<file path="config.mk">
export PLATFORM = sky130hd
export DESIGN_NAME = timer_period_duty_calculator_flat
export DESIGN_NICKNAME = d
export VERILOG_FILES = /design/src/rtl/tpdc_pkg.sv /design/src/rtl/tpdc_if.sv /design/src/rtl/timer_period_duty_calculator.sv /design/src/rtl/tpdc_mul.sv /design/src/rtl/tpdc_div.sv /design/src/flat_wrapper.sv
export SDC_FILE = /design/constraint.sdc
export NUM_CORES = 1
export LEC_CHECK = 0
export BUFFER_PORTS_ARGS = -buffer_cell sky130_fd_sc_hd__buf_2
export CAP_MARGIN = 10
export CORE_ASPECT_RATIO = 1.25
export CORE_MARGIN = 1
export CORE_UTILIZATION = 55
export CTS_BUF_LIST = sky130_fd_sc_hd__clkbuf_2
export CTS_CLUSTER_DIAMETER = 40
export DETAILED_ROUTE_END_ITERATION = 6
export PLACE_DENSITY = 0.75
export SETUP_SLACK_MARGIN = 0.15
export SYNTH_ARGS = -nofsm -noshare
export SYNTH_HDL_FRONTEND = slang
export SYNTH_HIERARCHICAL = 1
export SYNTH_SLANG_ARGS = --single-unit
export TNS_END_PERCENT = 50
</file>
<file path="constraint.sdc">
create_clock -name clk -period 9.7 [get_ports clk]
set_input_delay 0.485 -clock clk [delete_from_list [all_inputs] [get_ports clk]]
set_output_delay 0.485 -clock clk [all_outputs]
set_load 0.02 [all_outputs]
</file>
<file path="src/rtl/tpdc_pkg.sv">
package tpdc_pkg;

  localparam logic [1:0] ACT_PERIODIC = 2'd0;
  localparam logic [1:0] ACT_PWM      = 2'd1;
  localparam logic [1:0] ACT_DUTY     = 2'd2;
  localparam logic [1:0] ACT_NONE     = 2'd3;

  localparam logic [1:0] ST_OK   = 2'd0;
  localparam logic [1:0] ST_SAT  = 2'd1;
  localparam logic [1:0] ST_ZERO = 2'd2;

  localparam int MUL_W        = 32;
  localparam int PROD_W       = 2 * MUL_W;
  localparam int DIV_FULL_W   = 64;
  localparam int DIV_NARROW_W = 48;
  localparam int DVS_W        = 32;

  typedef struct packed {
    logic               start;
    logic [MUL_W-1:0]   a;
    logic [MUL_W-1:0]   b;
  } mul_req_t;

  typedef struct packed {
    logic               done;
    logic [PROD_W-1:0]  prod;
  } mul_rsp_t;

  typedef struct packed {
    logic                  start;
    logic                  narrow;
    logic [DIV_FULL_W-1:0] dividend;
    logic [DVS_W-1:0]      divisor;
  } div_req_t;

  typedef struct packed {
    logic                  done;
    logic [DIV_FULL_W-1:0] quot;
  } div_rsp_t;

endpackage

</file>
<file path="src/rtl/tpdc_if.sv">
interface tpdc_in_if;
  logic        valid;
  logic        ready;
  logic [1:0]  action;
  logic [31:0] period_len;
  logic [31:0] duty_us;

  modport source (output valid, action, period_len, duty_us, input ready);
  modport sink   (input valid, action, period_len, duty_us, output ready);
endinterface

interface tpdc_out_if;
  logic        valid;
  logic        ready;
  logic [15:0] prescaler;
  logic [15:0] reload;
  logic [15:0] compare;
  logic [1:0]  status;

  modport source (output valid, prescaler, reload, compare, status, input ready);
  modport sink   (input valid, prescaler, reload, compare, status, output ready);
endinterface

</file>
<file path="src/rtl/timer_period_duty_calculator.sv">
// Timer prescaler and reload calculator. Each input word carries an action
// (periodic period, PWM period and duty, or duty only), a period and a duty in
// microseconds, and yields one result word with prescaler, reload, compare and
// status; action 3 is taken and dropped. One word is worked on at a time. All
// arithmetic runs one bit per cycle through a shared shift-add multiplier
// and a shared restoring divider (a 64-bit division by one million, 48-bit
// divisions for the others). A periodic request divides twice more when the
// count does not fit the reload, a PWM request adds a product and a division.
// The user must write the timer clock register through cfg_we and cfg_wdata
// only while idle; the block itself does not enforce this.
module timer_period_duty_calculator #(
  parameter int unsigned COUNT_MAX = 65535
) (
  input  logic              clk,
  input  logic              rst_n,
  input  logic              cfg_we,
  input  logic [31:0]       cfg_wdata,
  tpdc_in_if.sink           in_ch,
  tpdc_out_if.source        out_ch
);

  localparam logic [31:0] US_PER_S = 32'd1000000;
  localparam logic [15:0] LIMIT16  = 16'hFFFF;
  localparam int          CNT_BITS = tpdc_pkg::DIV_NARROW_W;

  typedef enum logic [9:0] {
    S_IDLE    = 10'b0000000001,
    S_MUL1    = 10'b0000000010,
    S_DIV_US  = 10'b0000000100,
    S_DIV_CM  = 10'b0000001000,
    S_DIV_RLD = 10'b0000010000,
    S_CMP     = 10'b0000100000,
    S_MUL2    = 10'b0001000000,
    S_DIV_CMP = 10'b0010000000,
    S_DIV_PSC = 10'b0100000000,
    S_OUT     = 10'b1000000000
  } state_t;

  state_t              state_r, state_nxt;
  logic [31:0]         clk_hz_r;
  logic [1:0]          act_r, act_nxt;
  logic [31:0]         period_r, period_nxt;
  logic [31:0]         duty_r, duty_nxt;
  logic [CNT_BITS-1:0] count_r, count_nxt;
  logic [15:0]         psc_r, psc_nxt;
  logic [15:0]         rld_r, rld_nxt;
  logic [15:0]         cmp_r, cmp_nxt;
  logic                sat_r, sat_nxt;
  logic [15:0]         held_r, held_nxt;
  logic                out_valid_r, out_valid_nxt;
  logic                out_load;
  logic [15:0]         out_psc_r, out_rld_r, out_cmp_r;
  logic [1:0]          out_status_r, status_now;

  tpdc_pkg::mul_req_t  mul_req;
  tpdc_pkg::mul_rsp_t  mul_rsp;
  tpdc_pkg::div_req_t  div_req;
  tpdc_pkg::div_rsp_t  div_rsp;

  logic                accept;
  logic [31:0]         clk_op;
  logic                quot_big;
  logic [15:0]         quot16;
  logic [CNT_BITS-1:0] count_q;

  tpdc_mul u_mul (.clk(clk), .rst_n(rst_n), .req(mul_req), .rsp(mul_rsp));
  tpdc_div u_div (.clk(clk), .rst_n(rst_n), .req(div_req), .rsp(div_rsp));

  assign accept   = in_ch.valid && in_ch.ready;
  assign clk_op   = (in_ch.action == tpdc_pkg::ACT_PERIODIC) ?
                    {1'b0, clk_hz_r[31:1]} : clk_hz_r;
  assign quot_big = |div_rsp.quot[tpdc_pkg::DIV_FULL_W-1:16];
  assign quot16   = quot_big ? LIMIT16 : div_rsp.quot[15:0];
  assign count_q  = (div_rsp.quot == '0) ? CNT_BITS'(1) : div_rsp.quot[CNT_BITS-1:0];
  assign status_now = (act_r == tpdc_pkg::ACT_PWM && period_r == '0) ? tpdc_pkg::ST_ZERO :
                      sat_r ? tpdc_pkg::ST_SAT : tpdc_pkg::ST_OK;

  always_comb begin
    state_nxt     = state_r;
    act_nxt       = act_r;
    period_nxt    = period_r;
    duty_nxt      = duty_r;
    count_nxt     = count_r;
    psc_nxt       = psc_r;
    rld_nxt       = rld_r;
    cmp_nxt       = cmp_r;
    sat_nxt       = sat_r;
    held_nxt      = held_r;
    out_load      = 1'b0;
    out_valid_nxt = out_valid_r && !out_ch.ready;
    mul_req       = '0;
    div_req       = '0;
    unique case (state_r)
      S_IDLE: begin
        if (accept && in_ch.action != tpdc_pkg::ACT_NONE) begin
          act_nxt       = in_ch.action;
          period_nxt    = in_ch.period_len;
          duty_nxt      = in_ch.duty_us;
          psc_nxt       = (in_ch.action == tpdc_pkg::ACT_DUTY) ? held_r : '0;
          rld_nxt       = '0;
          cmp_nxt       = '0;
          sat_nxt       = 1'b0;
          mul_req.start = 1'b1;
          mul_req.a     = clk_op;
          mul_req.b     = (in_ch.action == tpdc_pkg::ACT_DUTY) ?
                          in_ch.duty_us : in_ch.period_len;
          state_nxt     = S_MUL1;
        end
      end
      S_MUL1: begin
        if (mul_rsp.done) begin
          div_req.start    = 1'b1;
          div_req.dividend = mul_rsp.prod;
          div_req.divisor  = US_PER_S;
          state_nxt        = S_DIV_US;
        end
      end
      S_DIV_US: begin
        if (div_rsp.done) begin
          if (act_r == tpdc_pkg::ACT_DUTY) begin
            div_req.start    = 1'b1;
            div_req.narrow   = 1'b1;
            div_req.dividend = div_rsp.quot;
            div_req.divisor  = 32'({1'b0, psc_r}) + 32'd1;
            state_nxt        = S_DIV_PSC;
          end else if (count_q > CNT_BITS'(COUNT_MAX)) begin
            count_nxt        = count_q;
            div_req.start    = 1'b1;
            div_req.narrow   = 1'b1;
            div_req.dividend = tpdc_pkg::DIV_FULL_W'(count_q);
            div_req.divisor  = 32'(COUNT_MAX);
            state_nxt        = S_DIV_CM;
          end else begin
            rld_nxt   = count_q[15:0] - 16'd1;
            state_nxt = S_CMP;
          end
        end
      end
      S_DIV_CM: begin
        if (div_rsp.done) begin
          psc_nxt          = quot16;
          sat_nxt          = sat_r | quot_big;
          div_req.start    = 1'b1;
          div_req.narrow   = 1'b1;
          div_req.dividend = tpdc_pkg::DIV_FULL_W'(count_r);
          div_req.divisor  = 32'({1'b0, quot16}) + 32'd1;
          state_nxt        = S_DIV_RLD;
        end
      end
      S_DIV_RLD: begin
        if (div_rsp.done) begin
          rld_nxt   = quot16;
          sat_nxt   = sat_r | quot_big;
          state_nxt = S_CMP;
        end
      end
      S_CMP: begin
        if (act_r == tpdc_pkg::ACT_PWM && period_r != '0) begin
          mul_req.start = 1'b1;
          mul_req.a     = {16'd0, rld_r};
          mul_req.b     = duty_r;
          state_nxt     = S_MUL2;
        end else begin
          state_nxt = S_OUT;
        end
      end
      S_MUL2: begin
        if (mul_rsp.done) begin
          div_req.start    = 1'b1;
          div_req.narrow   = 1'b1;
          div_req.dividend = mul_rsp.prod;
          div_req.divisor  = period_r;
          state_nxt        = S_DIV_CMP;
        end
      end
      S_DIV_CMP, S_DIV_PSC: begin
        if (div_rsp.done) begin
          cmp_nxt   = quot16;
          sat_nxt   = sat_r | quot_big;
          state_nxt = S_OUT;
        end
      end
      S_OUT: begin
        if (!out_valid_r || out_ch.ready) begin
          out_load      = 1'b1;
          out_valid_nxt = 1'b1;
          held_nxt      = psc_r;
          state_nxt     = S_IDLE;
        end
      end
      default: begin
        state_nxt = S_IDLE;
      end
    endcase
  end

  always_ff @(posedge clk) begin
    if (!rst_n) begin
      state_r     <= S_IDLE;
      clk_hz_r    <= 32'd72000000;
      held_r      <= '0;
      out_valid_r <= 1'b0;
    end else begin
      state_r     <= state_nxt;
      held_r      <= held_nxt;
      out_valid_r <= out_valid_nxt;
      if (cfg_we) begin
        clk_hz_r <= cfg_wdata;
      end
    end
  end

  always_ff @(posedge clk) begin
    act_r    <= act_nxt;
    period_r <= period_nxt;
    duty_r   <= duty_nxt;
    count_r  <= count_nxt;
    psc_r    <= psc_nxt;
    rld_r    <= rld_nxt;
    cmp_r    <= cmp_nxt;
    sat_r    <= sat_nxt;
    if (out_load) begin
      out_psc_r    <= psc_r;
      out_rld_r    <= rld_r;
      out_cmp_r    <= cmp_r;
      out_status_r <= status_now;
    end
  end

  assign in_ch.ready      = (state_r == S_IDLE);
  assign out_ch.valid     = out_valid_r;
  assign out_ch.prescaler = out_psc_r;
  assign out_ch.reload    = out_rld_r;
  assign out_ch.compare   = out_cmp_r;
  assign out_ch.status    = out_status_r;

endmodule

</file>
<file path="src/rtl/tpdc_mul.sv">
module tpdc_mul (
  input  logic               clk,
  input  logic               rst_n,
  input  tpdc_pkg::mul_req_t req,
  output tpdc_pkg::mul_rsp_t rsp
);

  localparam int CNT_W = $clog2(tpdc_pkg::MUL_W);

  logic [tpdc_pkg::PROD_W-1:0] acc_r;
  logic [tpdc_pkg::MUL_W-1:0]  a_r;
  logic [CNT_W-1:0]            cnt_r;
  logic                        busy_r;
  logic                        done_r;
  logic [tpdc_pkg::MUL_W:0]    sum;

  // add the multiplicand into the upper half when the low multiplier bit is set
  assign sum = {1'b0, acc_r[tpdc_pkg::PROD_W-1:tpdc_pkg::MUL_W]}
             + (acc_r[0] ? {1'b0, a_r} : '0);

  always_ff @(posedge clk) begin
    if (!rst_n) begin
      busy_r <= 1'b0;
      done_r <= 1'b0;
    end else begin
      done_r <= 1'b0;
      if (req.start) begin
        busy_r <= 1'b1;
      end else if (busy_r && cnt_r == '0) begin
        busy_r <= 1'b0;
        done_r <= 1'b1;
      end
    end
  end

  always_ff @(posedge clk) begin
    if (req.start) begin
      a_r   <= req.a;
      acc_r <= {{tpdc_pkg::MUL_W{1'b0}}, req.b};
      cnt_r <= CNT_W'(tpdc_pkg::MUL_W - 1);
    end else if (busy_r) begin
      acc_r <= {sum, acc_r[tpdc_pkg::MUL_W-1:1]};
      cnt_r <= cnt_r - CNT_W'(1);
    end
  end

  assign rsp.done = done_r;
  assign rsp.prod = acc_r;

endmodule

</file>
<file path="src/rtl/tpdc_div.sv">
module tpdc_div (
  input  logic               clk,
  input  logic               rst_n,
  input  tpdc_pkg::div_req_t req,
  output tpdc_pkg::div_rsp_t rsp
);

  localparam int CNT_W  = $clog2(tpdc_pkg::DIV_FULL_W);
  localparam int PAD_W  = tpdc_pkg::DIV_FULL_W - tpdc_pkg::DIV_NARROW_W;
  localparam int DVS_W  = tpdc_pkg::DVS_W;
  localparam int QUO_W  = tpdc_pkg::DIV_FULL_W;

  logic [DVS_W-1:0] rem_r;
  logic [DVS_W-1:0] rem_nxt;
  logic [QUO_W-1:0] quo_r;
  logic [DVS_W-1:0] dvs_r;
  logic [CNT_W-1:0] cnt_r;
  logic             busy_r;
  logic             done_r;
  logic [DVS_W:0]   trial;
  logic [DVS_W:0]   diff;
  logic             fits;

  assign trial   = {rem_r, quo_r[QUO_W-1]};
  assign diff    = trial - {1'b0, dvs_r};
  assign fits    = trial >= {1'b0, dvs_r};
  assign rem_nxt = fits ? diff[DVS_W-1:0] : trial[DVS_W-1:0];

  always_ff @(posedge clk) begin
    if (!rst_n) begin
      busy_r <= 1'b0;
      done_r <= 1'b0;
    end else begin
      done_r <= 1'b0;
      if (req.start) begin
        busy_r <= 1'b1;
      end else if (busy_r && cnt_r == '0) begin
        busy_r <= 1'b0;
        done_r <= 1'b1;
      end
    end
  end

  // shift dividend bits out at the top, quotient bits in at the bottom
  always_ff @(posedge clk) begin
    if (req.start) begin
      rem_r <= '0;
      dvs_r <= req.divisor;
      if (req.narrow) begin
        quo_r <= {req.dividend[tpdc_pkg::DIV_NARROW_W-1:0], {PAD_W{1'b0}}};
        cnt_r <= CNT_W'(tpdc_pkg::DIV_NARROW_W - 1);
      end else begin
        quo_r <= req.dividend;
        cnt_r <= CNT_W'(tpdc_pkg::DIV_FULL_W - 1);
      end
    end else if (busy_r) begin
      rem_r <= rem_nxt;
      quo_r <= {quo_r[QUO_W-2:0], fits};
      cnt_r <= cnt_r - CNT_W'(1);
    end
  end

  assign rsp.done = done_r;
  assign rsp.quot = quo_r;

endmodule

</file>
<file path="src/flat_wrapper.sv">
// flat-port wrapper written by rule: the top's interface ports become plain ports
module timer_period_duty_calculator_flat 
#(
  parameter int unsigned COUNT_MAX = 65535
)
  (clk, rst_n, cfg_we, cfg_wdata, in_ch_valid, in_ch_action, in_ch_period_len, in_ch_duty_us, in_ch_ready, out_ch_valid, out_ch_prescaler, out_ch_reload, out_ch_compare, out_ch_status, out_ch_ready);
  tpdc_in_if in_ch_i ();
  tpdc_out_if out_ch_i ();
  input  logic clk;
  input  logic rst_n;
  input  logic cfg_we;
  input  logic [31:0] cfg_wdata;
  input wire logic [$bits(in_ch_i.valid)-1:0] in_ch_valid;
  input wire logic [$bits(in_ch_i.action)-1:0] in_ch_action;
  input wire logic [$bits(in_ch_i.period_len)-1:0] in_ch_period_len;
  input wire logic [$bits(in_ch_i.duty_us)-1:0] in_ch_duty_us;
  output wire logic [$bits(in_ch_i.ready)-1:0] in_ch_ready;
  output wire logic [$bits(out_ch_i.valid)-1:0] out_ch_valid;
  output wire logic [$bits(out_ch_i.prescaler)-1:0] out_ch_prescaler;
  output wire logic [$bits(out_ch_i.reload)-1:0] out_ch_reload;
  output wire logic [$bits(out_ch_i.compare)-1:0] out_ch_compare;
  output wire logic [$bits(out_ch_i.status)-1:0] out_ch_status;
  input wire logic [$bits(out_ch_i.ready)-1:0] out_ch_ready;
  assign in_ch_i.valid = in_ch_valid;
  assign in_ch_i.action = in_ch_action;
  assign in_ch_i.period_len = in_ch_period_len;
  assign in_ch_i.duty_us = in_ch_duty_us;
  assign in_ch_ready = in_ch_i.ready;
  assign out_ch_valid = out_ch_i.valid;
  assign out_ch_prescaler = out_ch_i.prescaler;
  assign out_ch_reload = out_ch_i.reload;
  assign out_ch_compare = out_ch_i.compare;
  assign out_ch_status = out_ch_i.status;
  assign out_ch_i.ready = out_ch_ready;
  timer_period_duty_calculator #(.COUNT_MAX(COUNT_MAX)) u_core (.clk(clk), .rst_n(rst_n), .cfg_we(cfg_we), .cfg_wdata(cfg_wdata), .in_ch(in_ch_i), .out_ch(out_ch_i));
endmodule
</file>
Word-level counts from Yosys, hierarchy flattened
Cells that the tools add are included.
{"block": "totals", "reg_bits": 511, "latch_bits": 0, "ram_bits": 0, "romBits": 0, "input_bits": 103, "output_inout_bits": 52, "word_cells": 168, "n_memories": 0}
{"block": "op_classes", "add_sub_neg": 7, "mul": 0, "div_mod_pow": 0, "n_lt_le_gt_ge": 2, "n_eq_ne": 26, "n_shift": 0, "mux": 63, "bitwise": 3, "reduce_logical": 38}
{"cell": "$mux 98", "count": 5}
{"cell": "$pmux 96 s4", "count": 1}
{"cell": "$mux 32", "count": 6}
{"cell": "$mux 64", "count": 3}
{"cell": "$mux 65", "count": 2}
{"cell": "$pmux 65 s2", "count": 1}
{"cell": "$mux 16", "count": 8}
{"cell": "$mux 96", "count": 1}
{"cell": "$mux 10", "count": 9}
{"cell": "$pmux 10 s9", "count": 1}
{"cell": "$logic_not 64->1", "count": 1}
{"cell": "$pmux 16 s2", "count": 2}
{"cell": "$gt 48x16->1 const B", "count": 1}
{"cell": "$mux 48", "count": 1}
{"cell": "$pmux 16 s3", "count": 1}
{"cell": "$reduce_or 48->1", "count": 1}
{"cell": "$add 16x1->17 const B", "count": 2}
{"cell": "$add 32x32->33", "count": 1}
{"cell": "$ge 33x32->1", "count": 1}
{"cell": "$logic_not 32->1", "count": 1}
{"cell": "$reduce_bool 32->1", "count": 1}
{"cell": "$sub 32x32->32", "count": 1}
{"cell": "$ne 2x2->1 const B", "count": 10}
{"cell": "$mux 6", "count": 3}
{"cell": "40 further kinds", "count": 75}

Logic depth before layout (Yosys ltp)
{"block": "depth", "depth_word": 9, "depth_mapped": 16, "ltp_nobuf": 12}

Cells and area by module
The synthesis kept the hierarchy.
{"mod": "timer_period_duty_calculator", "n_inst": 1, "cells_per_inst": 1289, "area_per_inst_um2": 13487.9, "seq_area_each_um2": 7577.3}
{"mod": "tpdc_div", "n_inst": 1, "cells_per_inst": 769, "area_per_inst_um2": 7629.8, "seq_area_each_um2": 3743.6}
{"mod": "tpdc_mul", "n_inst": 1, "cells_per_inst": 533, "area_per_inst_um2": 5690.5, "seq_area_each_um2": 2702.6}

Worst setup path after synthesis
OpenSTA, ideal clock, no wires.
{"block": "synth_path", "path_kind": "register to register", "from": "register u_core.state_r[7]", "to": "register u_core/u_mul/acc_r[0] in the netlist's numbering, enable pin", "setup_ps": 387, "arrival_time_ps": 5334, "required_ps": 9313, "setup_slack_ps": 3979, "path_stages_with_launch": 13, "path_buffers": 4, "synth_period_minus_slack_ps": 5721, "cell_sequence": "dfxtp_1 > clkbuf_1 > or4_1 > clkbuf_1 > nor2_1 > nor4b_2 > nand2_1 > inv_1 > or2_2 > clkbuf_1 > nor2_1 > clkbuf_1 > inv_1"}
{"element": "start: declaration", "line_no": "timer_period_duty_calculator.sv:39", "rtl": "state_t state_r, state_nxt;"}
{"element": "start signal: assignment", "line_no": "timer_period_duty_calculator.sv:204", "rtl": "state_r <= state_nxt;"}
{"element": "end signal: assignment", "line_no": "tpdc_mul.sv:39", "rtl": "acc_r <= {{tpdc_pkg::MUL_W{1'b0}}, req.b};"}
{"element": "end signal: assignment", "line_no": "tpdc_mul.sv:42", "rtl": "acc_r <= {sum, acc_r[tpdc_pkg::MUL_W-1:1]};"}
{"element": "end: declaration", "line_no": "tpdc_mul.sv:10", "rtl": "logic [tpdc_pkg::PROD_W-1:0] acc_r;"}

==> PnR_summary.wiki <==
{| class="wikitable"
! Metric !! Value
|-
| Root cell of the clock tree || sky130_fd_sc_hd__clkbuf_2
|-
| Clock buffers created by TritonCTS || 130
|-
| Router iterations before antenna repair || 7
|-
| Die area || 49600 um^2
|-
| Achievable frequency || 0.179 GHz
|-
| Critical-path maximum fanout || 66
|-
| Antenna violations before repair || 7
|-
| Count of flip-flops with a built-in enable after synthesis || 379
|-
| Detailed route wirelength on metal2 || 40300 um
|-
| Number of routed nets with antenna violations || 0
|-
| Growth of design area from synthesis to finish || 13.3%
|-
| Post-detailed-route wirelength per cell || 23.2 um
|-
| Final setup viols || 0
|-
| Post-route DRC || 0
|-
| Post-route cell area || 30400 um^2
|-
| Filler-free cell count of the finished design || 3576
|-
| Most common cell after layout, fill and taps aside || sky130_fd_sc_hd__edfxtp_1
|-
| Net total in the final layout || 2996
|-
| IO buf count || 154
|-
| Unrepaired setup endpoints after global routing || no
|-
| Endpoint arrival time on the critical path || 6.62 ns
|-
| Clock Latency Late Sink || 1.16 ns
|-
| Starting Density || 55.6%
|-
| Number of max-slew violations in the final report || 0
|-
| Overall overflow remaining after global route || 0
|-
| Outcome || finished clean
|-
| First-pass GRT wire length || 124000 um
|-
| Critical path capture point type || flip-flop
|-
| Netlist area before placement || 26800 um^2
|-
| Hold WC Path Type || input port to flip-flop
|-
| Number of hold-slack violations in the final timing report || 0
|-
| Pin count of the biggest net entering global routing || 72
|-
| Final GP Congestion || 0.951
|-
| Row Count || 90
|-
| Die height || 249 um
|-
| Count of pins on the block boundary || 155
|-
| Number of buffers on the longest clock path || 3
|-
| Most used cells in the layout excluding fill and tap cells || sky130_fd_sc_hd__edfxtp_1, sky130_fd_sc_hd__nand2_1, sky130_fd_sc_hd__nor2_1, sky130_fd_sc_hd__clkbuf_2, sky130_fd_sc_hd__a21oi_1
|-
| Total placed cells including tap cells || 3208
|-
| Post-synthesis sequential area ratio || 52.3%
|-
| Number of vias per cell after detailed routing || 6.15
|-
| Core Region || 48200 um^2
|-
| Number of fill cells in the layout || 3925
|-
| Highest metal layer with signal wires || met5
|-
| Startpoint class of the critical path || flip-flop
|-
| HPWL reported at the end of detailed placement || 56000 um
|-
| Number of sinks on the clock net || 511
|-
| Number of violations of the max-capacitance limit || 0
|-
| Cell occurring most often along the worst timing path || sky130_fd_sc_hd__buf_4
|-
| Die outline width || 199 um
|-
| Final critical delay including setup and external delays || 5.57 ns
|-
| Buffer and inverter count on the worst path || 4
|-
| Worst setup path category || flip-flop to flip-flop
|-
| Deepest level of the CTS H-tree || 4
|-
| Clock Pin Slew Worst Setup and Hold Paths || 0.13 ns
|-
| Post-CTS Repair Setup Buffers || 0
|-
| TritonCTS clock tree || built
|-
| Worst voltage drop across the vdd grid || 0.107 mV
|-
| Data required time of the worst path || 10.75 ns
|-
| Post-synthesis net count || 2766
|-
| WL met1 || 31000 um
|-
| Count of instances resized after the clock tree is built || 0
|-
| Flip-flop cell with the highest count after synthesis || sky130_fd_sc_hd__edfxtp_1
|-
| Cell-by-cell trace of the critical path || or4_1 -> nor4_4 -> buf_4 -> nand2b_2 -> buf_4 -> or3_4 -> buf_4 -> buf_4 -> nor2b_1 -> and3_1 -> a221o_1
|-
| Number of vias in the routed layout || 21987
|-
| Max Clock Skew || 0.0955 ns
|-
| Headroom to the max-slew limit || 23.4%
|-
| Post-route clock period utilization || 57.4%
|-
| Gate count of the mapped netlist || 2591
|-
| Drt first-iter violations || 2284
|-
| Overall routed net length || 83000 um
|-
| Synthesized area per cell || 10.3 um^2
|-
| Number of distinct library cells after synthesis || 93
|-
| CP delay by family, top || simple AND/OR/NAND/NOR gates
|-
| Met3 WL || 6680 um
|-
| GR Util All Layers || 33.2%
|-
| Slowest cell on the critical path || sky130_fd_sc_hd__or4_1
|-
| Number of flip-flops and latches in the synthesized netlist || 511
|-
| Worst-Margin Slew || 1.15 ns
|-
| Via count of the first global-routing pass || 21780
|-
| Async S/R FF share, synth || 0%
|-
| Proportion of layout cells with a drive suffix above 1 || 16.4%
|-
| Number of warnings printed during yosys synthesis || 6
|-
| Post-placement cell area || 27800 um^2
|-
| Slowest stage delay, CP || 0.76 ns
|-
| Leak || 11.7 nW
|-
| Total Negative Setup Slacks || 0 ns
|-
| Power per cell area || 183 nW/um^2
|}
==> report_power, final <==
part           switching [mW]  internal, mW  leakage [nW]
combinational           0.670         0.432          6.32
clock                   0.912         0.657         0.955
sequential              0.225          2.65          4.39
==> routing by layer <==
metal | vias to the layer above | track usage, %
met2 | 1218 | 55.4
met3 | 269 | 6.76
met1 | 10461 | 38.8
met5 | - | 0
li1 | 10037 | -
met4 | 2 | 21.0
==> cell families after synthesis <==
logic type,after synthesis,synth area share (%)
compound gates,620,15.6
fa+ha+maj,72,3.42
buf+inv,294,4.29
simple gates,848,15.4
xor+xnor,66,2.16
mux,180,6.88
flops,511,52.3
==> synth_stat cells, drive strengths merged, types with 38 or more instances <==
cell / n / area, um^2
edfxtp: 379 / 11400
nand2: 295 / 1110
nor2: 193 / 724
a21oi: 172 / 872
clkbuf: 168 / 632
mux2i: 146 / 1460
dfxtp: 132 / 2640
o21ai: 118 / 591
inv: 82 / 308
ha: 70 / 876
nand3: 59 / 295
and2: 54 / 340
a22oi: 53 / 398
o2bb2ai: 49 / 429
buf: 44 / 211
nor2b: 44 / 275
xnor2: 38 / 333
==> worst reg2reg max path, stage by stage (launching register included) <==
cell and delay (ns):
sky130_fd_sc_hd__dfxtp_1 0.40, sky130_fd_sc_hd__or4_1 0.76, sky130_fd_sc_hd__nor4_4 0.31, sky130_fd_sc_hd__buf_4 0.36, sky130_fd_sc_hd__nand2b_2 0.21, sky130_fd_sc_hd__buf_4 0.60, sky130_fd_sc_hd__or3_4 0.64, sky130_fd_sc_hd__buf_4 0.65
sky130_fd_sc_hd__buf_4 0.75, sky130_fd_sc_hd__nor2b_1 0.23, sky130_fd_sc_hd__and3_1 0.29, sky130_fd_sc_hd__a221o_1 0.31
==> path summary, 6_finish.rpt <==
kind,start,to,slack [ns],cells after the start
max,u_core/state_r[4]$_SDFFE_PN0P_,u_core/u_div/rem_r[16]$_SDFFE_PP0P_,4.13,11
min,in_ch_duty_us[6],u_core/duty_r[6]$_DFFE_PP_,0.07,2
max reg2reg,u_core/state_r[4]$_SDFFE_PN0P_,u_core/u_div/rem_r[16]$_SDFFE_PP0P_,4.13,11
min reg2reg,u_core/cmp_r[12]$_SDFFCE_PN0P_,u_core/out_ch.compare[12]$_DFFE_PP_,0.43,0
==> repair_timing <==
item                                    in CTS  in global routing
hold endpoints to repair                   155                  0
endpoints found under the setup margin       0                  0
hold buffers                               124                  0
==> registers in the layout (all words and copies together), names as in the netlist, 32 cells and up <==
signal	cells
u_core/clk_hz_r	32
u_core/count_r	48
u_core/duty_r	32
u_core/period_r	32
u_core/u_div/dvs_r	32
u_core/u_div/quo_r	64
u_core/u_div/rem_r	32
u_core/u_mul/a_r	32
u_core/u_mul/acc_r	64
==> area by class of cell <==
class | count | area [um^2] | share of cell area, %
Sequential cell | 511 | 14000 | 46.2
Clock inverter | 50 | 327 | 1.08
Antenna cell | 5 | 12.5 | 0.0412
Timing Repair Buffer | 310 | 2250 | 7.42
Tap cell | 644 | 806 | 2.65
Clock buffer | 188 | 941 | 3.10
Inverter | 82 | 308 | 1.01
Multi-Input combinational cell | 1786 | 11700 | 38.5
==> stage by stage <==
stage	setup WS, ns	hold slack (ns)	utilization, %	total power, mW
CTS	4.28	0.00813	63.0	5.53
finish	4.13	0.0714	63.0	5.54
detailed placement	4.24	0.405	57.8	3.94
global placement	4.37	0.406	57.8	3.91
global route	3.87	0.0306	63.0	5.78
floorplan	3.98	0.400	-	3.55
(Power assumes the default switching activity.)
